## config.mk

```make
export PLATFORM = sky130hd
export DESIGN_NAME = can_rx_acceptance_filter_bank_unit
export DESIGN_NICKNAME = d
export VERILOG_FILES = /design/src/rtl/canaf_pkg.sv /design/src/rtl/can_rx_acceptance_filter_bank_unit.sv
export VERILOG_INCLUDE_DIRS = /design/src /design/src/rtl
export SDC_FILE = /design/constraint.sdc
export NUM_CORES = 1
export LEC_CHECK = 0
export BUFFER_PORTS_ARGS = -buffer_cell sky130_fd_sc_hd__buf_2
export CAP_MARGIN = 25
export CORE_ASPECT_RATIO = 0.8
export CORE_UTILIZATION = 55
export CTS_CLUSTER_DIAMETER = 60
export DETAILED_ROUTE_END_ITERATION = 8
export HOLD_SLACK_MARGIN = 0.06
export PLACE_DENSITY = 0.73
export SLEW_MARGIN = 20
export SYNTH_ARGS = -nofsm -noshare
export SYNTH_HDL_FRONTEND = slang
export SYNTH_SLANG_ARGS = --single-unit
```

## constraint.sdc

```tcl
create_clock -name aclk -period 10.6 [get_ports aclk]
set_input_delay 1.06 -clock aclk [delete_from_list [all_inputs] [get_ports aclk]]
set_output_delay 1.06 -clock aclk [all_outputs]
set_load 0.05 [all_outputs]
```

## src/rtl/can_rx_acceptance_filter_bank_unit_macros.svh

```systemverilog
// Assertion macros shared by the acceptance filter bank RTL.
// Included by the modules that carry concurrent assertions; needs nothing else.
`ifndef CAN_RX_ACCEPTANCE_FILTER_BANK_UNIT_MACROS_SVH
`define CAN_RX_ACCEPTANCE_FILTER_BANK_UNIT_MACROS_SVH
`ifndef SYNTHESIS
// Antecedent implies consequent in the same cycle.
`define CANAF_ASSERT_IMPL(label, clk, rstn, ante, cons) \
    label: assert property (@(posedge clk) disable iff (!rstn) (ante) |-> (cons)) \
        else $error("same-cycle implication failed");
// Antecedent implies consequent in the next cycle.
`define CANAF_ASSERT_NEXT(label, clk, rstn, ante, cons) \
    label: assert property (@(posedge clk) disable iff (!rstn) (ante) |=> (cons)) \
        else $error("next-cycle implication failed");
`else
`define CANAF_ASSERT_IMPL(label, clk, rstn, ante, cons)
`define CANAF_ASSERT_NEXT(label, clk, rstn, ante, cons)
`endif
`endif

```

## src/rtl/canaf_pkg.sv

```systemverilog
// Package for the CAN receive acceptance filter bank: word types, status codes,
// register indexes and the data byte mask helper. Depends on nothing.
package canaf_pkg;

    localparam int FILTER_ENTRIES_DEF = 32;
    // Width that holds any active entry count up to the largest bank size.
    localparam int ACT_W = 7;
    localparam int CFG_IDX_W = 2;
    localparam int CFG_DATA_W = 8;

    localparam logic [5:0]  ENTRIES_RESET = 6'd32;
    localparam logic [3:0]  DLC_MAX       = 4'd8;
    localparam logic [11:0] MASK_ALL      = 12'hFFF;

    localparam logic [CFG_IDX_W-1:0] REG_ENTRIES_IN_USE = 2'd0;
    localparam logic [CFG_IDX_W-1:0] REG_NORMAL_MODE    = 2'd1;

    localparam logic [2:0] STATUS_OK         = 3'd0;
    localparam logic [2:0] STATUS_BAD_INDEX  = 3'd1;
    localparam logic [2:0] STATUS_NOT_NORMAL = 3'd2;
    localparam logic [2:0] STATUS_NO_MATCH   = 3'd3;
    localparam logic [2:0] STATUS_UNBOUND    = 3'd4;

    typedef struct packed {
        logic        cmd;
        logic [4:0]  entry_index;
        logic [10:0] filter_ident;
        logic [10:0] filter_mask;
        logic        filter_rtr;
        logic        has_handler;
        logic [10:0] frame_ident;
        logic [3:0]  frame_dlc;
        logic [63:0] frame_data;
    } in_word_t;

    typedef struct packed {
        logic [2:0]  status;
        logic [4:0]  hit_index;
        logic [10:0] out_ident;
        logic [3:0]  out_dlc;
        logic [63:0] out_data;
    } out_word_t;

    // Returns a mask that keeps the first len bytes of a data word; len is already clamped to 8.
    function automatic logic [63:0] keep_bytes(input logic [3:0] len);
        logic [63:0] m;
        m = '0;
        for (int b = 0; b < 8; b++) begin
            if (4'(b) < len) begin
                m[b*8 +: 8] = 8'hFF;
            end
        end
        return m;
    endfunction

endpackage

```

## src/rtl/can_rx_acceptance_filter_bank_unit.sv

```systemverilog
// CAN receive acceptance filter bank, top level.
// Depends on canaf_pkg and can_rx_acceptance_filter_bank_unit_macros.svh.
//
// Usage: an input word on s_* either writes one filter entry (cmd 0) or
// presents a received standard frame (cmd 1). Every input word yields exactly
// one result word on m_*. Filter entries (identifier and mask) live in a
// synchronous memory; the bound flags are flip-flops that double as valid bits,
// so an entry never written reads as ident 0, mask all ones, unbound.
// The cfg_* channel writes entries_in_use (index 0) and normal_mode (index 1);
// it is always ready and must only be used while no word is in flight.
// A write or a dropped frame goes from the input register through the dispatch
// and done states into the output register. A frame is compared one entry per
// cycle through the memory read port, from entry 0 up, until the first hit or
// until all n entries have missed, n being the active entry count.
// One word is processed at a time; s_ready returns the cycle after the result
// moves into the output register. A result waiting on m_ready does not block
// the next word from being accepted and processed; only its hand-off waits.
// Reset empties the bank, sets entries_in_use to 32 and normal_mode to 0.
`include "can_rx_acceptance_filter_bank_unit_macros.svh"

module can_rx_acceptance_filter_bank_unit #(
    parameter int FILTER_ENTRIES = canaf_pkg::FILTER_ENTRIES_DEF
) (
    input  logic                                aclk,
    input  logic                                aresetn,

    input  logic                                s_valid,
    output logic                                s_ready,
    input  canaf_pkg::in_word_t                 s_data,

    output logic                                m_valid,
    input  logic                                m_ready,
    output canaf_pkg::out_word_t                m_data,

    input  logic                                cfg_valid,
    output logic                                cfg_ready,
    input  logic [canaf_pkg::CFG_IDX_W-1:0]     cfg_index,
    input  logic [canaf_pkg::CFG_DATA_W-1:0]    cfg_data
);

    localparam int ADDR_W = (FILTER_ENTRIES > 1) ? $clog2(FILTER_ENTRIES) : 1;
    localparam int CNT_W  = $clog2(FILTER_ENTRIES + 1);

    localparam logic [1:0] S_IDLE     = 2'd0;
    localparam logic [1:0] S_DISPATCH = 2'd1;
    localparam logic [1:0] S_SCAN     = 2'd2;
    localparam logic [1:0] S_DONE     = 2'd3;

    logic [1:0]                  state_reg, state_next;
    canaf_pkg::in_word_t         in_reg, in_next;
    canaf_pkg::out_word_t        res_reg, res_next;
    canaf_pkg::out_word_t        out_reg, out_next;
    logic                        out_valid_reg, out_valid_next;
    logic [CNT_W-1:0]            cmp_reg, cmp_next;
    logic [5:0]                  eiu_reg, eiu_next;
    logic                        normal_reg, normal_next;
    logic [FILTER_ENTRIES-1:0]   valid_reg, valid_next;

    // Entry memory word: {ident[11:0], mask[11:0]}.
    logic [23:0]                 mem [FILTER_ENTRIES];
    logic                        mem_we;
    logic [ADDR_W-1:0]           wr_addr;
    logic [23:0]                 wr_word;
    logic [ADDR_W-1:0]           rd_addr;
    logic [23:0]                 rd_word_reg;
    logic                        rd_vld_reg;

    logic [canaf_pkg::ACT_W-1:0] eiu_wide;
    logic [canaf_pkg::ACT_W-1:0] n_wide;
    logic [CNT_W-1:0]            active_n;
    logic [CNT_W-1:0]            cmp_inc;
    logic [11:0]                 frame_id12;
    logic [11:0]                 ent_ident;
    logic [11:0]                 ent_mask;
    logic                        hit;
    logic [3:0]                  dlc_clamped;

    assign eiu_wide = {1'b0, eiu_reg};
    assign n_wide   = (eiu_wide > canaf_pkg::ACT_W'(FILTER_ENTRIES))
                      ? canaf_pkg::ACT_W'(FILTER_ENTRIES) : eiu_wide;
    assign active_n = n_wide[CNT_W-1:0];
    assign cmp_inc  = cmp_reg + 1'b1;

    assign wr_addr = ADDR_W'(in_reg.entry_index);
    assign wr_word = {in_reg.filter_rtr, in_reg.filter_ident, 1'b1, in_reg.filter_mask};

    // Received frames carry no RTR bit, so bit 11 of the compared identifier is 0.
    assign frame_id12  = {1'b0, in_reg.frame_ident};
    assign ent_ident   = rd_vld_reg ? rd_word_reg[23:12] : 12'h000;
    assign ent_mask    = rd_vld_reg ? rd_word_reg[11:0] : canaf_pkg::MASK_ALL;
    assign hit         = ((frame_id12 ^ ent_ident) & ent_mask) == 12'h000;
    assign dlc_clamped = (in_reg.frame_dlc > canaf_pkg::DLC_MAX)
                         ? canaf_pkg::DLC_MAX : in_reg.frame_dlc;

    assign s_ready   = (state_reg == S_IDLE);
    assign m_valid   = out_valid_reg;
    assign m_data    = out_reg;
    assign cfg_ready = 1'b1;

    always_comb begin
        state_next     = state_reg;
        in_next        = in_reg;
        res_next       = res_reg;
        cmp_next       = cmp_reg;
        valid_next     = valid_reg;
        mem_we         = 1'b0;
        rd_addr        = '0;
        out_next       = out_reg;
        out_valid_next = out_valid_reg && !m_ready;
        eiu_next       = eiu_reg;
        normal_next    = normal_reg;

        if (cfg_valid) begin
            case (cfg_index)
                canaf_pkg::REG_ENTRIES_IN_USE: eiu_next    = cfg_data[5:0];
                canaf_pkg::REG_NORMAL_MODE:    normal_next = cfg_data[0];
                default: ;
            endcase
        end

        case (state_reg)
            S_IDLE: begin
                if (s_valid) begin
                    in_next    = s_data;
                    state_next = S_DISPATCH;
                end
            end
            S_DISPATCH: begin
                res_next = '0;
                cmp_next = '0;
                state_next = S_DONE;
                if (!in_reg.cmd) begin
                    if (in_reg.has_handler &&
                        (canaf_pkg::ACT_W'(in_reg.entry_index) < n_wide)) begin
                        mem_we              = 1'b1;
                        valid_next[wr_addr] = 1'b1;
                        res_next.status     = canaf_pkg::STATUS_OK;
                    end else begin
                        res_next.status = canaf_pkg::STATUS_BAD_INDEX;
                    end
                end else if (!normal_reg) begin
                    res_next.status = canaf_pkg::STATUS_NOT_NORMAL;
                end else if (active_n == '0) begin
                    res_next.status = canaf_pkg::STATUS_NO_MATCH;
                end else begin
                    rd_addr    = '0;
                    state_next = S_SCAN;
                end
            end
            S_SCAN: begin
                // Entry cmp_reg is on the memory output; the next one is read now.
                if (hit) begin
                    res_next.hit_index = 5'(cmp_reg);
                    if (rd_vld_reg) begin
                        res_next.status    = canaf_pkg::STATUS_OK;
                        res_next.out_ident = in_reg.frame_ident;
                        res_next.out_dlc   = dlc_clamped;
                        res_next.out_data  = in_reg.frame_data
                                             & canaf_pkg::keep_bytes(dlc_clamped);
                    end else begin
                        res_next.status = canaf_pkg::STATUS_UNBOUND;
                    end
                    state_next = S_DONE;
                end else if (cmp_inc == active_n) begin
                    res_next.status = canaf_pkg::STATUS_NO_MATCH;
                    state_next      = S_DONE;
                end else begin
                    cmp_next = cmp_inc;
                    rd_addr  = ADDR_W'(cmp_inc);
                end
            end
            S_DONE: begin
                if (!out_valid_reg || m_ready) begin
                    out_next       = res_reg;
                    out_valid_next = 1'b1;
                    state_next     = S_IDLE;
                end
            end
            default: state_next = S_IDLE;
        endcase
    end

    always_ff @(posedge aclk) begin
        if (!aresetn) begin
            state_reg     <= S_IDLE;
            out_valid_reg <= 1'b0;
            valid_reg     <= '0;
            eiu_reg       <= canaf_pkg::ENTRIES_RESET;
            normal_reg    <= 1'b0;
        end else begin
            state_reg     <= state_next;
            out_valid_reg <= out_valid_next;
            valid_reg     <= valid_next;
            eiu_reg       <= eiu_next;
            normal_reg    <= normal_next;
        end
        in_reg  <= in_next;
        res_reg <= res_next;
        out_reg <= out_next;
        cmp_reg <= cmp_next;
    end

    // Writes and scans belong to different words, so no read that a scan uses meets
    // a write in the same cycle and the read port needs no forwarding.
    always_ff @(posedge aclk) begin
        if (mem_we) begin
            mem[wr_addr] <= wr_word;
        end
        rd_word_reg <= mem[rd_addr];
        rd_vld_reg  <= valid_reg[rd_addr];
    end

    `CANAF_ASSERT_IMPL(a_scan_in_range, aclk, aresetn, state_reg == S_SCAN, cmp_reg < active_n)
    `CANAF_ASSERT_NEXT(a_write_sets_bound, aclk, aresetn, mem_we, valid_reg[$past(wr_addr)])
    `CANAF_ASSERT_NEXT(a_done_waits, aclk, aresetn, (state_reg == S_DONE) && out_valid_reg && !m_ready, (state_reg == S_DONE) && out_valid_reg)
    `CANAF_ASSERT_IMPL(a_drop_has_no_data, aclk, aresetn, m_valid && (m_data.status != canaf_pkg::STATUS_OK), (m_data.out_data == 64'd0) && (m_data.out_dlc == 4'd0))

endmodule
```

==> impl_metrics.toml <==
[run_status]
status = "completed"

[clock_tree]
clock_latency_ns = 0.67
h-tree-depth = 3
cts.sinks = 1091
cts_buffers = 101
post_cts_buffers = 0
holdBufCountCts = 0
clk_path_buf_depth = 3
post_cts_resized = 0
clkTransAtPathRegs_ns = 0.06
tritoncts = "yes"
cts_root_buffer = "clkbuf_16"

[drt]
ant_nets = 0
dr.pass1.iters = 6
vias = 22200
drc = 0
viasPerCell = 6.14
wire_per_inst_um = 26.9
drt-initial-drc-count = 2556
wl_um = 97200

[floorplanning]
start_util_pct = 56.1
die_h_um = 246
ios = 214
die-area_sq_um = 75400
rows = 88
fp.dieW_um = 307
core_sq_um = 72800

[placement]
io_buffers = 210
hpwl_um = 58800
place_congestion = 0.911
place_area_sq_um = 43300

[synthesis]
async_reset_ff_share_pct = 0
synthTopCellsByCount = "edfxtp_1, nand2_1, and2_1, mux4_2"
synth.ff_latch_count = 1091
synthesis.area_sq_um = 40800
yosysTopAreaCell = "edfxtp_1"
synth_nets = 2401
syn_inst = 2268
synth.most_common_cell = "edfxtp_1"
synth_flop_cell = "edfxtp_1"
syn_area_per_cell_sq_um = 18.0
yosysWarnings = 0
yosysUniqueCellTypes = 68
ys_seq_area_share_pct = 78.6
synth_edf_count = 1025
synth_top_area_share_pct = 75.4
synthTopCellsByArea = "edfxtp_1, mux4_2, dfxtp_1"

[power]
switching_power_w = 0.00348
power.total_w = 0.0117
p_seq_share_pct = 48.3
switching_share_pct = 29.7
p_int_w = 0.00823
power.density_nw_per_um2 = 250
pwr-share-comb_pct = 21.4
ir_drop_mv = 0.224
p_leak_nw = 15.4
p_clk_share_pct = 30.3

[cells_and_area]
layout-drive-gt1-share_pct = 23.5
syn2layout_area_growth_pct = 14.7
nNetsFinal = 2667
largest_reg_flops = 736
design_area_sq_um = 46800

[job]
maxCapViolations = 0

[global_route]
first_global_vias = 21500
antenna_found_initial = 7
grt_overflow = 0
track_usage_pct = 25.6
grt_start_max_net_pins = 104
grt_pass1_wl_um = 140000

[setup_path]
critical-path-max-stage-delay_ns = 0.87
crit_path_top_delay_cell = "nand3_2"
reg2reg_slack_ns = 5.48
path_cells = "buf_4 -> nand3_2 -> xnor2_2 -> a211oi_2 -> o2111ai_2 -> nand3_2 -> buf_4 -> mux2_2 -> a211oi_1 -> a32oi_1"
cp-end-kind = "flip-flop"
crit_path_start_kind = "flip-flop"
critPathArrivalTime_ns = 5.64
crit_fanout = 46
criticalPathCategory = "flip-flop to flip-flop"
required_ns = 11.12

[sta]
slew_headroom_pct = 29.3
setup_violations = 0
max_freq_mhz = 195
fin_crit_sh_pct = 48.3
worst_clock_skew_ns = 0.0374
rsz0062_at_grt = "false"
final_hold_viol_count = 0
fin_crit_ns = 5.12
drv_slew = 0
fin_setup_tns_ns = 0
tightestPinTransition_ns = 1.06

[min_path]
min_path_type = "flip-flop to flip-flop"
==> metal layers <==
layer | global-route usage (%) | share of wire, %
met1 | 36.8 | 40
met2 | 39.4 | 47
met3 | 5.90 | 11
met4 | 7.63 | 2.4
met5 | 0 | 0.012
==> logic make-up (layout without fill, tap and decap cells) <==
family | count (synthesis) | after routing | share of synthesized area [%]
other cells | 1 | 6 | 0.00918
compound gates | 312 | 312 | 5.47
fa+ha+maj | 9 | 9 | 0.276
simple gates | 498 | 498 | 6.51
xor+xnor | 9 | 9 | 0.211
buf+inv | 147 | 496 | 1.55
flops | 1091 | 1091 | 78.6
mux | 201 | 201 | 7.37
==> stage by stage <==
stage / setup WS [ns] / hold WS (ns) / util (%) / instances
6_report: 5.48 / 0.399 / 64.4 / 3612
5_1_grt: 5.44 / 0.410 / 64.4 / 3611
4_1_cts: 5.60 / 0.408 / 64.0 / 3592
3_5_place_dp: 5.60 / 0.405 / 59.5 / 3406
3_3_place_gp: 5.71 / 0.401 / 59.4 / 3400
2_1_floorplan: 2.55 / 0.400 / - / 2268
==> layout by cell type, fill, tap and decap left out, drive strengths merged, types with 63 or more instances in the layout <==
cell	instances
nor2	63
edfxtp	1025
mux2	69
dfxtp	66
buf	275
clkbuf	130
and2	101
a211oi	72
mux4	73
nand2	124
o21ai	72
==> power groups by stage <==
stage	clock, W	sequential (W)	combinational (W)
2_1_floorplan	0	0.00587	0.00141
3_3_place_gp	0	0.00580	0.00228
3_5_place_dp	0	0.00582	0.00236
4_1_cts	0.00358	0.00573	0.00238
5_1_grt	0.00374	0.00568	0.00264
6_report	0.00355	0.00565	0.00251
==> area by class of cell <==
class / instances / area (sq um)
Multi-Input combinational cell: 1030 / 8350
Clock inverter: 56 / 528
Tap cell: 990 / 1240
Sequential cell: 1091 / 32100
Clock buffer: 130 / 2750
Inverter: 35 / 131
Fill cell: 4816 / 25900
Antenna cell: 5 / 12.5
Timing Repair Buffer: 275 / 1740
==> worst max-delay path, delay by kind of cell, from the launching register on <==
kind,cells,cell delay (ns)
buf+inv,2,1.13
flops,1,0.40
simple gates,2,1.09
mux,1,0.38
xor+xnor,1,0.67
compound gates,4,1.26
==> path summary, 6_finish.rpt <==
kind                                                start  cells past startpoint                     end
worst max-delay path             cmp_reg[0]$_SDFFCE_PP0P_                     10  rd_word_reg[5]$_DFF_P_
worst min-delay path            res_reg[82]$_SDFFCE_PP0P_                      0    m_data[82]$_DFFE_PP_
worst max register to register   cmp_reg[0]$_SDFFCE_PP0P_                     10  rd_word_reg[5]$_DFF_P_
worst min register to register  res_reg[82]$_SDFFCE_PP0P_                      0    m_data[82]$_DFFE_PP_
No activity file was read; power rests on OpenSTA's default activity.
